## config.mk

```make
export PLATFORM = sky130hd
export DESIGN_NAME = npvl_cell
export DESIGN_NICKNAME = d
export VERILOG_FILES = /design/src/design/nearest_point_vol_lookup_assert.svh /design/src/design/npvl_pkg.sv /design/src/design/npvl_cell.sv
export SDC_FILE = /design/constraint.sdc
export NUM_CORES = 1
export LEC_CHECK = 0
export BUFFER_PORTS_ARGS = -buffer_cell sky130_fd_sc_hd__buf_4
export CORE_ASPECT_RATIO = 0.5
export CORE_UTILIZATION = 45
export CTS_BUF_LIST = sky130_fd_sc_hd__clkbuf_4 sky130_fd_sc_hd__clkbuf_8
export DETAILED_ROUTE_END_ITERATION = 8
export GPL_TIMING_DRIVEN = 0
export MAX_ROUTING_LAYER = met4
export PLACE_DENSITY = 0.84
export SLEW_MARGIN = 20
export SYNTH_ARGS = -nofsm -noshare
export SYNTH_HDL_FRONTEND = slang
export SYNTH_SLANG_ARGS = --single-unit
```

## constraint.sdc

```tcl
create_clock -name aclk -period 4.1 [get_ports aclk]
set_input_delay 0.205 -clock aclk [delete_from_list [all_inputs] [get_ports aclk]]
set_output_delay 0.205 -clock aclk [all_outputs]
set_load 0.05 [all_outputs]
```

## src/design/nearest_point_vol_lookup_assert.svh

```systemverilog
// Assertion macros shared by the nearest-point volatility lookup modules.
`ifndef NEAREST_POINT_VOL_LOOKUP_ASSERT_SVH
`define NEAREST_POINT_VOL_LOOKUP_ASSERT_SVH
`ifndef SYNTHESIS
`define NPVL_ASSERT(label, clk, rst_n, prop, msg) \
    label: assert property (@(posedge clk) disable iff (!rst_n) prop) else $error(msg);
`define NPVL_NEVER(label, clk, rst_n, cond, msg) \
    label: assert property (@(posedge clk) disable iff (!rst_n) !(cond)) else $error(msg);
`else
`define NPVL_ASSERT(label, clk, rst_n, prop, msg)
`define NPVL_NEVER(label, clk, rst_n, cond, msg)
`endif
`endif

```

## src/design/npvl_pkg.sv

```systemverilog
// Types, sizes and codes shared by the nearest-point volatility lookup modules.
package npvl_pkg;

    localparam int CAPACITY = 256;
    localparam int IDX_W    = (CAPACITY > 1) ? $clog2(CAPACITY) : 1;
    localparam int CNT_W    = $clog2(CAPACITY + 1);
    localparam int COORD_W  = 24;
    localparam int VOL_W    = 20;
    localparam int SQ_W     = 2 * COORD_W;
    localparam int DIST_W   = SQ_W + 1;

    localparam logic [VOL_W-1:0] EMPTY_VOL_RST = 20'd13107;

    typedef enum logic [1:0] {
        OP_CLEAR  = 2'd0,
        OP_APPEND = 2'd1,
        OP_QUERY  = 2'd2
    } op_e_t;

    typedef enum logic [1:0] {
        STAT_OK    = 2'd0,
        STAT_EMPTY = 2'd1,
        STAT_FULL  = 2'd2
    } status_e_t;

    typedef struct packed {
        logic [COORD_W-1:0] strike;
        logic [COORD_W-1:0] expiry;
        logic [VOL_W-1:0]   vol;
    } point_t;

    // One table entry offered to the distance unit.
    typedef struct packed {
        logic             valid;
        logic [IDX_W-1:0] idx;
        point_t           pt;
    } scan_in_t;

    // Running result of the search.
    typedef struct packed {
        logic             busy;
        logic             have;
        logic [IDX_W-1:0] idx;
        logic [VOL_W-1:0] vol;
    } search_t;

endpackage

```

## src/design/npvl_cell.sv

```systemverilog
// One table entry of the rotating point ring.
module npvl_cell (
    input  logic            aclk,
    input  logic            shift_en,
    input  logic            load_en,
    input  npvl_pkg::point_t load_pt,
    input  npvl_pkg::point_t nbr_pt,
    output npvl_pkg::point_t pt
);
    import npvl_pkg::*;

    point_t pt_reg;

    // A new point lands here on append; during a search the entry moves one
    // place toward the head of the ring each cycle.
    always_ff @(posedge aclk) begin
        if (load_en) begin
            pt_reg <= load_pt;
        end else if (shift_en) begin
            pt_reg <= nbr_pt;
        end
    end

    assign pt = pt_reg;

endmodule

```

==> flow_summary.yaml <==
sta:
  tightest_slew_ns: 0.340
  drv_slew: 0
  max_freq_mhz: 773
  timing.hold.ws_ns: 0.156
  finalSetupViolCount: 0
  fin_crit_sh_pct: 31.5
  hold_violations: 0
  rsz0062_at_grt: "false"
  layout_min_cycle_time_ns: 1.29
  tns_ns: 0
  slew_headroom_pct: 77.4
cts:
  cts_tree: "yes"
  cts_buffer_depth: 2
  cts-root-buf: "clkbuf_8"
  clock_sinks: 68
  post_cts_resized: 0
  cts_buffers: 9
  htree_num_levels: 3
  clk_pin_slew_ns: 0.07
  post-cts-setup-buffers: 0
  cts_hold_buf: 0
worst_setup_path:
  crit_family: "buffers and inverters"
  setup.worst_path.start: "load_en"
  endpoint_kind: "register"
  critical_path.max_fanout: 47
  crit_chain: "buf_6 -> buf_6 -> buf_6 -> or2_4 -> buf_12"
  crit_path_max_incr_delay_ns: 0.36
  crit_top_cell: "buf_6"
  cp-start-kind: "primary input"
  path_buf_inv: 4
  critPathKind: "primary input to register"
  arrival_ns: 1.32
  crit_slowest_cell: "or2_4"
  crit_required_ns: 4.13
yosys:
  yosys_most_used_dff: "edfxtp_1"
  synth_common_cells: "edfxtp_1, mux2_2, mux2_4"
  ys_ff_latch: 68
  synth-edff-count: 68
  syn_nets: 284
  synth.largest_area_cell: "edfxtp_1"
  synth_cell_types: 6
  synth_area_leaders: "edfxtp_1, mux2_2, mux2_4, buf_6, buf_2"
  async_flop_share_pct: 0
  yosysMostFrequentCell: "edfxtp_1"
  syn_avg_cell_area_um2: 20.0
  yosysSeqAreaShare_pct: 70.3
  syn_inst: 145
  yosysTopAreaCellShare_pct: 70.3
  yosys_warnings: 0
  syn_area_mm2: 0.00291
detailed_routing:
  drtPass1Iterations: 6
  routed.top_layer: "met4"
  m1WireLength_um: 2530
  drtIter0Drc: 89
  vias: 2141
  vias_per_cell: 4.71
  wl_met2_um: 4370
  ant_nets: 0
  met3WireLength_um: 377
  drc: 0
  wl_per_cell_um: 16.6
  totalWireLength_um: 7560
floorplan:
  die-area_mm2: 0.00680
  die_w_um: 116
  ioPinCount: 207
  rows: 20
  initial_core_util_pct: 47.2
  die_h_um: 58.8
  core_mm2: 0.00616
placement:
  gp_congestion: 0.801
  numPortBuffers: 205
  dp_hpwl_um: 5830
run:
  drv_cap: 0
power_and_ir_drop:
  cellLeakagePower_nw: 2.13
  powerDensity_mw_per_mm2: 420
  ir_drop_mv: 0.270
global_route:
  grt_pass1_wl_um: 10800
  grt_pass1_vias: 2196
  antenna_found_initial: 0
  grt_max_degree: 48
  grt-ovfl-total: 0
  grt_use_total_pct: 23.4
final_layout:
  drive_above_1_share_pct: 80.9
  largest_reg_flops: 68
  syn_to_final_growth_pct: 63.9
  num_antenna_cells: 0
  fill_cells: 401
  fin_nets: 501
  post-route-util_pct: 77.4
worst_hold_path:
  min-delay-start: "nbr_pt[36]"
  hold_path_depth: 2
  whs_endpoint: "pt[36]"
  min_path_type: "primary input to register"
outcome:
  status: "finished clean"
per-layer routing:
metal	vias up	global-route usage (%)
met1	1027	21.6
li1	1004	-
met4	0	13.4
met3	28	7.42
met2	82	43.5
met5	-	-
where the power goes:
part	switching, W	internal [W]	total (W)	leakage, nW
sequential	0.0000219	0.000854	0.000875	0.693
clock	0.000252	0.000281	0.000534	0.0945
combinational	0.000358	0.000232	0.000590	1.34
layout by cell type, fill, tap and decap left out, drive strengths merged:
cell type  netlist  layout
clkinvlp         0       1
or2              1       1
buf              8     214
clkbuf           0      10
bufinv           0       1
edfxtp          68      68
clkinv           0       4
mux2            68      68
cell families (layout without fill, tap and decap cells):
kind of cell	after synthesis	after routing	share of synthesized area [%]
flops	68	68	70.3
buf+inv	8	230	2.02
simple gates	1	1	0.215
mux	68	68	27.5
metrics by stage:
stage | instance area, µm² | total power [W] | setup slack (ns) | cells
floorplan | 2910 | 0.00125 | 1.55 | 145
global placement | 4560 | 0.00147 | 0.918 | 438
CTS | 4760 | 0.00201 | 2.81 | 455
detailed placement | 4580 | 0.00148 | 2.43 | 439
global route | 4760 | 0.00206 | 2.74 | 455
finish | 4760 | 0.00200 | 2.81 | 455
worst max path at each step:
stage,endpoint,slack (ns),cells past startpoint
after detailed placement,pt[53],2.43,5
after global routing,pt[55],2.74,5
after floorplan,pt[0],1.55,4
final,pt[29],2.81,5
after CTS,pt[54],2.81,5
after global placement,pt[49],0.92,4
cell type report:
type | count | area, µm² | share of cell area [%]
clock buffers | 10 | 131 | 2.76
clock inverters | 6 | 55.1 | 1.16
flip-flops and latches | 68 | 2040 | 42.9
multi-input cells | 69 | 808 | 17.0
repair buffers | 206 | 1560 | 32.7
plain buffers | 8 | 58.8 | 1.23
well taps | 88 | 110 | 2.31
Power figures use the tool's default switching activity.
