### src/design/nearest_point_vol_lookup_assert.svh
// Assertion macros shared by the nearest-point volatility lookup modules.
`ifndef NEAREST_POINT_VOL_LOOKUP_ASSERT_SVH
`define NEAREST_POINT_VOL_LOOKUP_ASSERT_SVH
`ifndef SYNTHESIS
`define NPVL_ASSERT(label, clk, rst_n, prop, msg) \
    label: assert property (@(posedge clk) disable iff (!rst_n) prop) else $error(msg);
`define NPVL_NEVER(label, clk, rst_n, cond, msg) \
    label: assert property (@(posedge clk) disable iff (!rst_n) !(cond)) else $error(msg);
`else
`define NPVL_ASSERT(label, clk, rst_n, prop, msg)
`define NPVL_NEVER(label, clk, rst_n, cond, msg)
`endif
`endif

### src/design/npvl_pkg.sv
// Types, sizes and codes shared by the nearest-point volatility lookup modules.
package npvl_pkg;

    localparam int CAPACITY = 256;
    localparam int IDX_W    = (CAPACITY > 1) ? $clog2(CAPACITY) : 1;
    localparam int CNT_W    = $clog2(CAPACITY + 1);
    localparam int COORD_W  = 24;
    localparam int VOL_W    = 20;
    localparam int SQ_W     = 2 * COORD_W;
    localparam int DIST_W   = SQ_W + 1;

    localparam logic [VOL_W-1:0] EMPTY_VOL_RST = 20'd13107;

    typedef enum logic [1:0] {
        OP_CLEAR  = 2'd0,
        OP_APPEND = 2'd1,
        OP_QUERY  = 2'd2
    } op_e_t;

    typedef enum logic [1:0] {
        STAT_OK    = 2'd0,
        STAT_EMPTY = 2'd1,
        STAT_FULL  = 2'd2
    } status_e_t;

    typedef struct packed {
        logic [COORD_W-1:0] strike;
        logic [COORD_W-1:0] expiry;
        logic [VOL_W-1:0]   vol;
    } point_t;

    // One table entry offered to the distance unit.
    typedef struct packed {
        logic             valid;
        logic [IDX_W-1:0] idx;
        point_t           pt;
    } scan_in_t;

    // Running result of the search.
    typedef struct packed {
        logic             busy;
        logic             have;
        logic [IDX_W-1:0] idx;
        logic [VOL_W-1:0] vol;
    } search_t;

endpackage

### src/design/npvl_dist.sv
// Pipelined squared-distance unit with running minimum for the point search.
`include "nearest_point_vol_lookup_assert.svh"
module npvl_dist (
    input  logic                                 aclk,
    input  logic                                 aresetn,
    input  logic                                 clr,
    input  npvl_pkg::scan_in_t                   scan_in,
    input  logic [npvl_pkg::COORD_W-1:0]         q_strike,
    input  logic [npvl_pkg::COORD_W-1:0]         q_expiry,
    output npvl_pkg::search_t                    search
);
    import npvl_pkg::*;

    logic               v1_reg, v2_reg;
    logic [COORD_W-1:0] dk_reg, dt_reg;
    logic [IDX_W-1:0]   idx1_reg, idx2_reg;
    logic [VOL_W-1:0]   vol1_reg, vol2_reg;
    logic [SQ_W-1:0]    sqk_reg, sqt_reg;
    logic               have_reg, have_next;
    logic [DIST_W-1:0]  best_reg, best_next;
    logic [IDX_W-1:0]   best_idx_reg, best_idx_next;
    logic [VOL_W-1:0]   best_vol_reg, best_vol_next;
    logic [COORD_W-1:0] dk, dt;
    logic [DIST_W-1:0]  cand_dist;

    always_comb begin
        dk = (scan_in.pt.strike >= q_strike) ? scan_in.pt.strike - q_strike
                                             : q_strike - scan_in.pt.strike;
        dt = (scan_in.pt.expiry >= q_expiry) ? scan_in.pt.expiry - q_expiry
                                             : q_expiry - scan_in.pt.expiry;
    end

    assign cand_dist = {1'b0, sqk_reg} + {1'b0, sqt_reg};

    // Strict less-than keeps the lowest index on equal distances.
    always_comb begin
        have_next     = have_reg;
        best_next     = best_reg;
        best_idx_next = best_idx_reg;
        best_vol_next = best_vol_reg;
        if (clr) begin
            have_next = 1'b0;
        end else if (v2_reg && (!have_reg || cand_dist < best_reg)) begin
            have_next     = 1'b1;
            best_next     = cand_dist;
            best_idx_next = idx2_reg;
            best_vol_next = vol2_reg;
        end
    end

    always_ff @(posedge aclk) begin
        if (!aresetn) begin
            v1_reg   <= 1'b0;
            v2_reg   <= 1'b0;
            have_reg <= 1'b0;
        end else begin
            v1_reg   <= scan_in.valid;
            v2_reg   <= v1_reg;
            have_reg <= have_next;
        end
    end

    always_ff @(posedge aclk) begin
        dk_reg       <= dk;
        dt_reg       <= dt;
        idx1_reg     <= scan_in.idx;
        vol1_reg     <= scan_in.pt.vol;
        sqk_reg      <= SQ_W'(dk_reg) * SQ_W'(dk_reg);
        sqt_reg      <= SQ_W'(dt_reg) * SQ_W'(dt_reg);
        idx2_reg     <= idx1_reg;
        vol2_reg     <= vol1_reg;
        best_reg     <= best_next;
        best_idx_reg <= best_idx_next;
        best_vol_reg <= best_vol_next;
    end

    assign search.busy = v1_reg | v2_reg;
    assign search.have = have_reg;
    assign search.idx  = best_idx_reg;
    assign search.vol  = best_vol_reg;

    // Entries arrive in table order, so any candidate follows the current best.
    `NPVL_ASSERT(a_idx_order, aclk, aresetn, (v2_reg && have_reg) |-> (idx2_reg > best_idx_reg), "candidate index does not follow best index")
    // A new search starts only with the pipeline empty.
    `NPVL_NEVER(a_clr_idle, aclk, aresetn, clr && (v1_reg || v2_reg), "search restarted while pipeline busy")
    // Every candidate that enters the square stage reaches the compare stage.
    `NPVL_ASSERT(a_stage_follow, aclk, aresetn, v1_reg |=> v2_reg, "distance stage dropped a candidate")

endmodule

### config.mk
export PLATFORM = sky130hd
export DESIGN_NAME = npvl_dist
export DESIGN_NICKNAME = d
export VERILOG_FILES = /design/src/design/npvl_pkg.sv /design/src/design/npvl_dist.sv
export VERILOG_INCLUDE_DIRS = /design/src /design/src/design
export SDC_FILE = /design/constraint.sdc
export NUM_CORES = 2
export LEC_CHECK = 0
export BUFFER_PORTS_ARGS = -buffer_cell sky130_fd_sc_hd__buf_2
export CAP_MARGIN = 25
export CELL_PAD_IN_SITES_DETAIL_PLACEMENT = 1
export CELL_PAD_IN_SITES_GLOBAL_PLACEMENT = 1
export CORE_MARGIN = 2
export CORE_UTILIZATION = 56
export CTS_BUF_LIST = sky130_fd_sc_hd__clkbuf_4 sky130_fd_sc_hd__clkbuf_8
export CTS_CLUSTER_DIAMETER = 200
export DETAILED_ROUTE_END_ITERATION = 6
export PLACE_DENSITY = 0.9
export RECOVER_POWER = 25
export SLEW_MARGIN = 20
export SYNTH_ARGS = -nofsm -noshare
export SYNTH_HDL_FRONTEND = slang
export SYNTH_SLANG_ARGS = --single-unit
### constraint.sdc
create_clock -name aclk -period 22.6 [get_ports aclk]
set_clock_uncertainty 0.2 [all_clocks]
set_input_delay 3.39 -clock aclk [delete_from_list [all_inputs] [get_ports aclk]]
set_output_delay 3.39 -clock aclk [all_outputs]
set_load 0.01 [all_outputs]
==> impl_metrics.ini <==
[run_status]
outcome = completed

[grt]
grt.overflow.total = 0
grt_max_degree = 62
grt_usage = 0.3511
grt_pass1_vias = 45220
grt_pass1_wl_um = 238800
antenna_found_initial = 3

[place]
dp_cells = 6342
dp_hpwl_um = 112500
gp_congestion = 0.8923
portBuffers = 157
place_area_um2 = 49650

[clocking]
cts_buffers = 51
cts_tree = yes
cts_max_level = 2
clk_pin_slew_worst_paths_ns = 0.07
ctsHoldBuffers = 0
cts_root_buf = clkbuf_8
cts.sinks = 278
clockBufferDepth = 3
postCtsSetupBuffers = 0
worstSkewPairLatency_ns = 0.74
cts.repair.resized = 0

[sta]
tightest_slew_ns = 1.153
maxSlewViolCount = 0
rsz0062_at_grt = no
period_share = 0.4027
fin_crit_ns = 9.101
max_freq_ghz = 0.1099
slew_headroom = 0.2313
finalSetupViolCount = 0
setup_tns_ns = 0
hold_viol_final = 0

[critical_path]
start_kind = register
critical_path_arrival_ns = 9.52
critPathMaxFanout = 23
cp-end-kind = register
worstPathRequired_ns = 23.02
path_class = register to register
r2r_end = sqk_reg[47]
rrSetupSlack_ns = 13.50
rr_worst_depth = 22
r2r_start = dk_reg[9]

[floorplan]
start_util = 0.5640
dieArea_um2 = 87840
ioPinCount = 158
rows = 107
die_h_um = 296.4
die_w_um = 296.4
core_area_um2 = 84880

[routing]
drc = 0
firstDrtPassIters = 6
via_per_inst = 6.141
finalWirelength_um = 165600
drtAntennaViolNets = 0
first_iter_violations = 3111
dr_total_vias = 39580
wire_per_inst_um = 25.69

[finish]
drive_gt1_frac = 0.06358
nets = 6776
final_util = 0.5997
largest_reg_flops = 49
finalInstanceArea_um2 = 50900
area_growth_syn_to_layout_pct = 6.333
fillers = 9743
final_cell_count_no_fill = 6445

[yosys]
ys_types = 87
synthCells = 5172
synth_edf_count = 77
syn-cell-area_um2 = 47870
yosysTopAreaCell = fa_1
synth_area_leaders = fa_1, ha_1, inv_1
ys_ff_latch = 278
yosysTopAreaCellShare = 0.3551
ys_seq_area_frac = 0.1324
ys_warn_count = 0
syn_avg_cell_area_um2 = 9.255
synth_nets = 6689
yosys_most_used_dff = dfxtp_1
synthArstFlopShare = 0

[hold_path]
hold_path_depth = 0
min-delay-start = vol1_reg[8]
min_to = vol2_reg[8]
hold_path_class = register to register

[job]
drv_cap = 0
## through the flow
step / setup WS [ns] / hold slack, ns
5_1_grt: 13.39 / 0.1304
2_1_floorplan: 14.08 / 0.1096
4_1_cts: 14.00 / 0.1296
3_3_place_gp: 14.63 / 0.1113
3_5_place_dp: 14.24 / 0.1154
6_report: 13.50 / 0.1270
## Yosys cell counts, types with 11 or more instances
master,n
mux2i_1,21
and2_1,248
and3_1,25
or2_2,15
xnor2_1,108
a211oi_1,23
a21boi_0,11
a21o_1,179
edfxtp_1,77
nand3_1,29
nor2b_1,42
nor2_1,119
dfxtp_1,201
xor2_1,77
a31oi_1,26
inv_1,1351
o21bai_1,15
o31ai_1,11
o211ai_1,23
ha_1,540
buf_2,15
o21ai_0,104
clkbuf_1,129
nand2_1,410
a21oi_1,202
nand2b_1,31
fa_1,849
nor3_1,32
o21a_1,31
o21ai_1,20
nand4_1,42
a221oi_1,11
## logic make-up (layout without fill, tap and decap cells)
kind of cell             after synthesis  after routing  share of synthesized area
buffers and inverters               1507           1635                     0.1196
adder cells (fa/ha/maj)             1389           1389                     0.4962
AND/OR/NAND/NOR                     1039           1039                     0.1079
AO/OA/AOI/OAI                        744            744                     0.1033
flip-flops                           278            278                     0.1324
XOR/XNOR                             185            185                    0.03385
multiplexers                          30             30                   0.006743
other                                  0              1                          0
## how the worst max path moves through the flow
stage | from | to | slack [ns] | cells past startpoint
after floorplan | sqk_reg[20] | best_idx_reg[0] | 14.08 | 20
after global placement | dk_reg[3] | sqk_reg[44] | 14.63 | 25
after detailed placement | dk_reg[12] | sqk_reg[47] | 14.24 | 22
after CTS | dk_reg[13] | sqk_reg[47] | 14.00 | 22
after global routing | dt_reg[0] | sqt_reg[42] | 13.39 | 26
final | dk_reg[9] | sqk_reg[47] | 13.50 | 22
## layout by cell type, fill, tap and decap left out, drive strengths merged, types with 33 or more instances in the layout
master,instances
edfxtp,77
a21oi,204
ha,540
nand2,411
clkbuf,76
dfxtp,201
nor3,33
xor2,77
o21ai,124
buf,188
and2,249
nand4,42
a21o,179
xnor2,108
nor2b,42
fa,849
nor2,120
inv,1353
## worst max-delay path, stage by stage (launching register included)
cell,delay [ns]
dfxtp_1,1.08
nand2_1,0.21
fa_1,0.62
inv_1,0.12
fa_1,0.52
inv_1,0.12
fa_1,0.43
fa_1,0.79
inv_1,0.15
fa_1,0.49
fa_1,0.51
inv_1,0.06
fa_1,0.49
inv_1,0.05
ha_1,0.39
nand3_1,0.24
nor3_1,0.54
inv_1,0.13
a2111oi_1,0.96
nor3_2,0.21
o22ai_1,0.35
a221oi_1,0.15
xnor2_1,0.15
## cell type report
cell class                      instances  area (um2)  share of cell area
Clock inverter                         19       157.7            0.003097
Inverter                             1352        5076             0.09973
Tap cell                             1144        1431             0.02812
Timing Repair Buffer                  189        1111             0.02183
Clock buffer                           75       950.9             0.01868
Multi-Input combinational cell       3387       35820              0.7038
Antenna cell                            1       2.502          0.00004916
Sequential cell                       278        6346              0.1247
## layer usage
metal,up-vias,part of all wire,GRT usage
met2,2464,0.50,0.6520
met1,19800,0.33,0.3611
met3,1188,0.075,0.05529
li1,16120,-,-
met5,-,0.00016,0
met4,4,0.095,0.2412
Power is left out: the tool's default activity adds up to more than one toggle a clock period on the data nets, which glitch-free logic cannot reach.
